**src/ide_pkg.sv**
```systemverilog
`timescale 1ns / 1ps
`default_nettype none
package ide_pkg;
    localparam int DEPTH = 256;
    localparam int DATA_WIDTH = 32;
    localparam int AW = $clog2(DEPTH);
    localparam int CW = $clog2(DEPTH + 1);

    typedef enum logic [3:0] {
        CMD_PUSH_BACK  = 4'd0,
        CMD_PUSH_FRONT = 4'd1,
        CMD_POP_FRONT  = 4'd2,
        CMD_POP_BACK   = 4'd3,
        CMD_PEEK_FRONT = 4'd4,
        CMD_PEEK_BACK  = 4'd5,
        CMD_READ_AT    = 4'd6,
        CMD_INSERT_AT  = 4'd7,
        CMD_REMOVE_AT  = 4'd8,
        CMD_CLEAR      = 4'd9
    } cmd_t;

    localparam logic [1:0] ST_OK    = 2'd0;
    localparam logic [1:0] ST_RANGE = 2'd1;
    localparam logic [1:0] ST_FULL  = 2'd2;

    typedef struct packed {
        logic load;      // latch request fields
        logic rd_src;    // read the shift source (idx-1 up, idx+1 down)
        logic wr_item;   // write item at target logical index
        logic wr_shift;  // write read data at the logical index in idx_reg
        logic step;      // advance idx_reg
        logic grab;      // capture read data as result value
        logic commit;    // update pointer and count, build result
    } ctl_t;

    typedef struct packed {
        cmd_t       cmd;
        logic       up_done;
        logic       down_done;
        logic [1:0] err;
    } sts_t;
endpackage
`default_nettype wire

```
**src/ide_ctrl.sv**
```systemverilog
`timescale 1ns / 1ps
`default_nettype none
module ide_ctrl (
    input  wire logic          clk,
    input  wire logic          rst_n,
    input  wire logic          in_valid,
    output logic               in_ready,
    output logic               out_valid,
    input  wire logic          out_ready,
    output ide_pkg::ctl_t      ctl,
    input  wire ide_pkg::sts_t sts
);
    import ide_pkg::*;

    typedef enum logic [6:0] {
        S_IDLE   = 7'b0000001,
        S_DECODE = 7'b0000010,
        S_RDWAIT = 7'b0000100,
        S_RDGRAB = 7'b0001000,
        S_SHRD   = 7'b0010000,
        S_SHWR   = 7'b0100000,
        S_COMMIT = 7'b1000000
    } state_t;

    state_t state_reg, state_next;
    logic   ovalid_reg, ovalid_next;
    logic   is_ins;

    assign is_ins    = (sts.cmd == CMD_INSERT_AT);
    assign in_ready  = (state_reg == S_IDLE) && !ovalid_reg;
    assign out_valid = ovalid_reg;

    always_comb
    begin
        state_next  = state_reg;
        ovalid_next = ovalid_reg && !out_ready;
        ctl = '0;
        unique case (state_reg)
            S_IDLE:
                if (in_valid && in_ready)
                begin
                    ctl.load = 1'b1;
                    state_next = S_DECODE;
                end
            S_DECODE:
            begin
                if (sts.err != ST_OK)
                    state_next = S_COMMIT;
                else
                begin
                    unique case (sts.cmd)
                        CMD_PUSH_BACK, CMD_PUSH_FRONT:
                        begin
                            ctl.wr_item = 1'b1;
                            state_next = S_COMMIT;
                        end
                        CMD_POP_FRONT, CMD_POP_BACK, CMD_PEEK_FRONT, CMD_PEEK_BACK,
                        CMD_READ_AT, CMD_REMOVE_AT:
                            state_next = S_RDWAIT;
                        CMD_INSERT_AT:
                            state_next = S_SHRD;
                        default:
                            state_next = S_COMMIT;
                    endcase
                end
            end
            S_RDWAIT:
            begin
                ctl.grab = 1'b1;
                state_next = (sts.cmd == CMD_REMOVE_AT) ? S_SHRD : S_COMMIT;
            end
            S_RDGRAB:
                state_next = S_COMMIT;
            S_SHRD:
            begin
                // one element moves per read/write pair
                if (is_ins ? sts.up_done : sts.down_done)
                begin
                    if (is_ins)
                        ctl.wr_item = 1'b1;
                    state_next = S_COMMIT;
                end
                else
                begin
                    ctl.rd_src = 1'b1;
                    state_next = S_SHWR;
                end
            end
            S_SHWR:
            begin
                ctl.wr_shift = 1'b1;
                ctl.step = 1'b1;
                state_next = S_SHRD;
            end
            S_COMMIT:
            begin
                ctl.commit = 1'b1;
                ovalid_next = 1'b1;
                state_next = S_IDLE;
            end
            default: state_next = S_IDLE;
        endcase
    end

    always_ff @(posedge clk or negedge rst_n)
    begin
        if (!rst_n)
        begin
            state_reg  <= S_IDLE;
            ovalid_reg <= 1'b0;
        end
        else
        begin
            state_reg  <= state_next;
            ovalid_reg <= ovalid_next;
        end
    end
endmodule
`default_nettype wire

```
**config.mk**
```make
export PLATFORM = sky130hd
export DESIGN_NAME = ide_ctrl
export DESIGN_NICKNAME = d
export VERILOG_FILES = /design/src/ide_pkg.sv /design/src/ide_ctrl.sv
export SDC_FILE = /design/constraint.sdc
export NUM_CORES = 1
export LEC_CHECK = 0
export ABC_AREA = 1
export BUFFER_PORTS_ARGS = -buffer_cell sky130_fd_sc_hd__buf_4
export CAP_MARGIN = 20
export CORE_AREA = 2 2 39 41
export DETAILED_ROUTE_END_ITERATION = 7
export DIE_AREA = 0 0 41 43
export PLACE_DENSITY = 0.66
export SKIP_CTS_REPAIR_TIMING = 1
export SLEW_MARGIN = 10
export SYNTH_ARGS = -nofsm -noshare
export SYNTH_HDL_FRONTEND = slang
export SYNTH_SLANG_ARGS = --single-unit
```
**constraint.sdc**
```tcl
create_clock -name clk -period 2.5 [get_ports clk]
set_clock_uncertainty 0.05 [all_clocks]
set_input_delay 0.625 -clock clk [delete_from_list [all_inputs] [get_ports clk]]
set_output_delay 0.625 -clock clk [all_outputs]
set_load 0.02 [all_outputs]
```
==> metrics.cfg, run 1 <==
[outcome]
status = finished, final reports clean

[logic_synthesis]
syn-instance-count = 71
nets_in_the_synthesized_netlist = 83
flops_latches_synth = 7
synth-async-reset-ratio_pct = 100.0
synth_enable_flop_cells = 0
synth_area_per_cell_um2 = 7.225
netlist_top_cells_count = 12 x inv_1, 12 x nand2_1, 8 x nor2_1
synthFlopType = dfrtp_1
seq_area_frac_synth_pct = 34.39
synth_area_leaders = dfrtp_1 29%, inv_1 8.8%, nand2_1 8.8%, nor2_1 5.9%, dfstp_2 5.1%
yosysTopAreaCell = dfrtp_1
synth-warning-count = 0
post_synth_instance_area_um2 = 513.0
synth.distinct_cells = 22
synth.top_cell.area_share_pct = 29.27

[place]
place_ws_ns = 0.4083
replace_congestion = 0.6586
port-buffer-count = 20
hpwlAfterDp_um = 926.9
numPlacedInstances = 106

[setup_path]
cp_slowest_stage_delay_ns = 0.55
worstPathRequired_ns = 1.82
timing.critical_path.arrival_ns = 1.44
crit_path_end_kind = output port
worst_path_cell_with_the_longest_stage_delay = dfstp_2
timing_worst_setup_path_type = register to output port
path_cells = inv_1 -> nor2_1 -> nand3_2 -> nor3_1 -> buf_4
setup.worst_path.start_class = register
critical_path_peak_fanout = 5

[sta]
finalCritPeriodShare_pct = 84.60
maxSlewHeadroom_pct = 83.38
post_route_setup_slack_ns = 0.3850
max_slew.worst_pin.slew_ns = 0.2474
post-route-min-period_ns = 2.115
final_max_slew_viol_count = 0
finalSetupTns_ns = 0
fmax_mhz = 472.8
setup_viol = 0
final_hold_viol_count = 0
grt_setup_unrepaired = false

[pwr]
ir_worst_vdd_v = 0.0002188
power.static_leakage_nw = 0.4109
power-per-cell-area_mw_per_mm2 = 711.7
total_power_draw_uw = 499.6

[clock_network]
cts_made_buffers = 3
clkSlewWorstSetupHoldPaths_ns = 0.05
clk_latency_ns = 0.24
htree_levels = 1
clock-root-buffer = clkbuf_4
tritoncts = yes
max-clock-path-buffers = 2
cts.sink_count = 7

[floorplanning]
rows = 14
floorplan_core_area_mm2 = 0.001384
boundaryPins = 21
fp.dieArea_mm2 = 0.001763
initial_utilization_pct = 37.07
die-width_um = 41
die_height_um = 43

[grt]
global_route_total_usage_across_every_layer_pct = 14.62
grt_start_max_net_pins = 8
grt_pass1_wl_um = 1766
first_global_vias = 496
global_route.overflow_total = 0
grt_antenna_before_repair = 0

[final_layout]
largest_register_ff_count = 6
syn2layout_area_growth_pct = 36.83
num_antenna_cells = 0
post_route_non_filler_standard_cell_count = 110
post_route_cells_drive_above_1_share_pct = 41.49
design.final.nets = 107

[routing]
postRouteAntennaNets = 0
avgRoutedWirePerCell_um = 9.845
dr.first_iter.drc_count = 1
via_count = 523
drc = 0
viasPerCell = 4.755
dr.pass1.iters = 3
route.final.wire_length_um = 1083

[run]
maxCapViolCount = 0

[worst_hold_path]
hp-class = input pin to asynchronous set/reset pin

-- final timing paths --
path,from,end,slack (ns),depth (start not counted)
max,state_reg[0],ctl[6],0.38,5
min,rst_n,state_reg[1],0.13,1
max reg2reg,state_reg[0],state_reg[0],1.27,5
min reg2reg,out_valid,state_reg[1],0.49,1
max in group asynchronous,rst_n,state_reg[0],2.06,1
min in group clk,out_valid,state_reg[1],0.49,1
-- layout by cell type (no fill, tap or decap), types with 2 or more instances in the layout --
| cell | n |
|---|---|
| nor2_1 | 8 |
| nor2_4 | 2 |
| clkbuf_4 | 3 |
| inv_2 | 2 |
| nor3_1 | 3 |
| nand2_2 | 3 |
| o22ai_1 | 2 |
| nor2_2 | 3 |
| nand4_2 | 2 |
| inv_1 | 12 |
| nand2_1 | 12 |
| a21oi_1 | 2 |
| dfrtp_1 | 6 |
| nand3_1 | 5 |
| buf_4 | 20 |
-- power by group --
part,switching [mW],internal [mW]
Combinational,0.130,0.0972
Clock,0.0399,0.0608
Sequential,0.0292,0.143
-- critical path, delay by kind of cell (launching register included) --
kind	cells	cell delay (ns)
flip-flops	1	0.55
AND/OR/NAND/NOR	3	0.41
buffers and inverters	2	0.24
-- cell type report --
cell class | count | area, um^2
fill | 151 | 681.9
multi-input combinational | 49 | 276.5
sequential | 7 | 176.4
timing repair buffer | 20 | 150.1
inverter | 14 | 52.55
clock buffer | 4 | 26.28
tap | 16 | 20.02
-- routing by layer --
metal	vias up	global-route usage, %	routed length (um)
li1	273	-	-
met5	-	0	0
met2	18	25.62	565
met1	230	14.66	428
met3	2	3.141	82
met4	0	8.000	6
-- per-stage QoR --
stage / hold WS, ns / cell area [um^2] / utilization [%]
floorplan: 0.2794 / 513.0 / -
global placement: 0.3928 / 675.6 / 48.82
detailed placement: 0.3922 / 675.6 / 48.82
CTS: 0.1246 / 701.9 / 50.72
global route: 0.1175 / 701.9 / 50.72
finish: 0.1310 / 701.9 / 50.72
-- cell families (layout without fill, tap and decap cells) --
kind of cell,Yosys count,after routing,share of synthesized area [%]
compound gates,8,8,10.24
flops,7,7,34.39
buf+inv,15,38,11.71
simple gates,41,41,43.66
Note: power is estimated with default switching activity, not from simulation.
==> inputs of run 2 (changes only) <==
--- a/config.mk
+++ b/config.mk
@@ -11,7 +11,7 @@
 export CORE_AREA = 2 2 39 41
 export DETAILED_ROUTE_END_ITERATION = 7
 export DIE_AREA = 0 0 41 43
-export PLACE_DENSITY = 0.66
+export PLACE_DENSITY = 0.69
 export SKIP_CTS_REPAIR_TIMING = 1
 export SLEW_MARGIN = 10
 export SYNTH_ARGS = -nofsm -noshare
==> constraint.sdc (replaced) <==
create_clock -name clk -period 1.85 [get_ports clk]
set_clock_uncertainty 0.05 [all_clocks]
set_input_delay 0.4625 -clock clk [delete_from_list [all_inputs] [get_ports clk]]
set_output_delay 0.4625 -clock clk [all_outputs]
set_load 0.02 [all_outputs]
==> run 2 against run 1 <==
Compared with the run above: the flow now finishes with violations (negative setup slack); non-clock buffer count grew 3; hold slack improved by 0.24 ns; combinational power up 54%; design area up 8.9%; wire length increased by 25%; via count grew 3.3%; first-iteration DRC count grew to 3.0 times the previous value; clock-buffer cell count is the same; setup slack worse by 0.46 ns.
==> metrics.cfg, run 2 (synthesis results as in run 1) <==
[final_layout]
fill_cells = 143  ; was 151
most_frequent_standard_cell_in_the_layout_excluding_fill_and_tap_cells = buf_4  ; unchanged
post_route_non_filler_standard_cell_count = 113  ; was 110
post_route_cells_drive_above_1_share_pct = 49.48  ; was 41.49%
syn2layout_area_growth_pct = 49.02  ; was 36.83%
design.final.nets = 110  ; was 107
most-common-layout-cells = 21 x buf_4, 12 x nand2_1, 9 x inv_1  ; was 20 x buf_4, 12 x inv_1, 12 x nand2_1
largest_register_ff_count = 6  ; unchanged
num_antenna_cells = 0  ; unchanged
final_standard_cell_utilization_of_the_core_pct = 55.24  ; was 50.72%

[sta]
finalCritPeriodShare_pct = 104.3
grt_setup_unrepaired = true  ; was false
post-route-min-period_ns = 1.930
maxSlewHeadroom_pct = 82.70  ; was 83.38%
final_hold_viol_count = 0  ; unchanged
setup_viol = 3  ; was 0
finalSetupTns_ns = -0.1429  ; was 0 ns
final_max_slew_viol_count = 0  ; unchanged
post_route_setup_slack_ns = -0.07956  ; was 0.3850 ns
max_slew.worst_pin.slew_ns = 0.2586  ; was 0.2474 ns
fmax_mhz = 518.3

[place]
port-buffer-count = 20  ; unchanged
replace_congestion = 0.7513  ; was 0.6586
hpwlAfterDp_um = 998.1  ; was 926.9 um
place_ws_ns = 0.08227  ; was 0.4083 ns
numPlacedInstances = 106  ; unchanged

[pwr]
power.static_leakage_nw = 0.4323  ; was 0.4109 nW
clock_share_of_power_pct = 19.4  ; was 20.2%
ir_worst_vdd_v = 0.0003557  ; was 0.0002188 V
power-per-cell-area_mw_per_mm2 = 956.3  ; was 711.7 mW/mm^2
total_power_draw_uw = 731.1  ; was 499.6 uW
power.internal_uw = 423.4  ; was 300.7 uW
net-switching-power_uw = 307.7  ; was 198.9 uW
power.share.sequential_pct = 32.9  ; was 34.4%
swShare_pct = 42.09  ; was 39.81%
share_comb_of_total_power_pct = 47.7  ; was 45.5%

[floorplanning]
fp.dieArea_mm2 = 0.001763  ; unchanged
initial_utilization_pct = 37.07  ; unchanged
boundaryPins = 21  ; unchanged
rows = 14  ; unchanged
die-width_um = 41  ; unchanged
die_height_um = 43  ; unchanged
floorplan_core_area_mm2 = 0.001384  ; unchanged

[routing]
route.final.wire_length_um = 1355  ; was 1083 um
avgRoutedWirePerCell_um = 11.99  ; was 9.845 um
via_count = 540  ; was 523
drc = 0  ; unchanged
viasPerCell = 4.779  ; was 4.755
dr.pass1.iters = 3  ; unchanged
postRouteAntennaNets = 0  ; unchanged
dr.first_iter.drc_count = 3  ; was 1

[setup_path]
worstPathRequired_ns = 1.34  ; was 1.82 ns
cp_slowest_stage_delay_ns = 0.43  ; was 0.55 ns
timing_worst_setup_path_type = register to output port  ; unchanged
timing.critical_path.arrival_ns = 1.42  ; was 1.44 ns
reg2reg_depth = 5  ; unchanged
timing.rr.start = state_reg[0]  ; unchanged
setup.worst_path.start_class = register  ; unchanged
setup_slack_of_the_most_critical_reg_to_reg_path_ns = 0.64  ; was 1.27 ns
crit_path_end_kind = output port  ; unchanged
crit_buf_inv = 2  ; unchanged
worst_path_cell_with_the_longest_stage_delay = dfrtp_2  ; was dfstp_2
rr_endpoint = state_reg[0]  ; unchanged
critical_path_peak_fanout = 4  ; was 5
crit_path_max_delay_family = flip-flops  ; unchanged
path_cells = nor2_4 -> nand4_2 -> inv_2 -> nand2_4 -> o22ai_2 -> buf_6  ; was inv_1 -> nor2_1 -> nand3_2 -> nor3_1 -> buf_4

[run]
maxCapViolCount = 0  ; unchanged

[clock_network]
clk_latency_ns = 0.25  ; was 0.24 ns
tritoncts = yes  ; unchanged
clkSlewWorstSetupHoldPaths_ns = 0.05  ; about the same
max-clock-path-buffers = 2  ; unchanged
cts_made_buffers = 3  ; unchanged
htree_levels = 1  ; unchanged
clock-root-buffer = clkbuf_4  ; unchanged
cts.sink_count = 7  ; unchanged

[grt]
global_route.overflow_total = 0  ; unchanged
first_global_vias = 471  ; was 496
grt_start_max_net_pins = 8  ; unchanged
global_route_total_usage_across_every_layer_pct = 15.87  ; was 14.62%
grt_pass1_wl_um = 1807  ; was 1766 um
grt_antenna_before_repair = 0  ; unchanged

[worst_hold_path]
min_delay_worst_endpoint = out_valid
min_delay_path_depth = 2
hp-class = input pin to register  ; was input pin to asynchronous set/reset pin
startpoint_of_the_worst_hold_path = out_ready

[outcome]
status = finished, violations left  ; was finished, final reports clean
violations = negative setup slack

## run 2: cell count changes in the layout (fill, tap and decap cells not counted), sizes merged
cell | before | now
dlygate4sd3 | 0 | 1
buf | 20 | 22
## run 2: worst max-delay path by stage
stage	to	slack, ns	depth (start not counted)	from
3_3_place_gp	ctl[4]	0.09	7	sts[7]
4_1_cts	ctl[4]	-0.09	6	state_reg[4]
3_5_place_dp	ctl[4]	0.08	7	sts[7]
5_1_grt	ctl[4]	-0.15	6	state_reg[5]
6_report	ctl[4]	-0.08	6	state_reg[5]
2_1_floorplan	ctl[6]	0.07	4	state_reg[0]
## run 2: metrics by stage
step	hold slack (ns)	cell area (um^2)
after floorplan	0.1169	513.0
after global placement	0.2321	675.6
after detailed placement	0.2319	675.6
after CTS	-0.03683	701.9
after global routing	0.3669	764.5
final	0.3757	764.5
## run 2: power by group through the flow
stage	clock network (mW)	registers [mW]	logic [mW]
after floorplan	0	0.234	0.205
after global placement	0	0.233	0.304
after detailed placement	0	0.238	0.312
after CTS	0.142	0.235	0.314
after global routing	0.150	0.241	0.383
final	0.142	0.240	0.349
## run 2: layout make-up
| cell class | instances | area (um^2) | area share (%) |
|---|---|---|---|
| Clock buffer | 4 | 26.28 | 3.437 |
| Inverter | 14 | 52.55 | 6.874 |
| Multi-Input combinational cell | 49 | 309.0 | 40.43 |
| Sequential cell | 7 | 177.7 | 23.24 |
| Tap cell | 16 | 20.02 | 2.619 |
| Timing Repair Buffer | 23 | 178.9 | 23.40 |
## run 2: routing by layer
metal  global-route usage, %  up-vias  wire, um
met4                   10.00        0        32
met2                   28.13       24       758
met5                       0        -         0
met1                   15.13      235       501
met3                   3.141        4        63
li1                        -      277         -
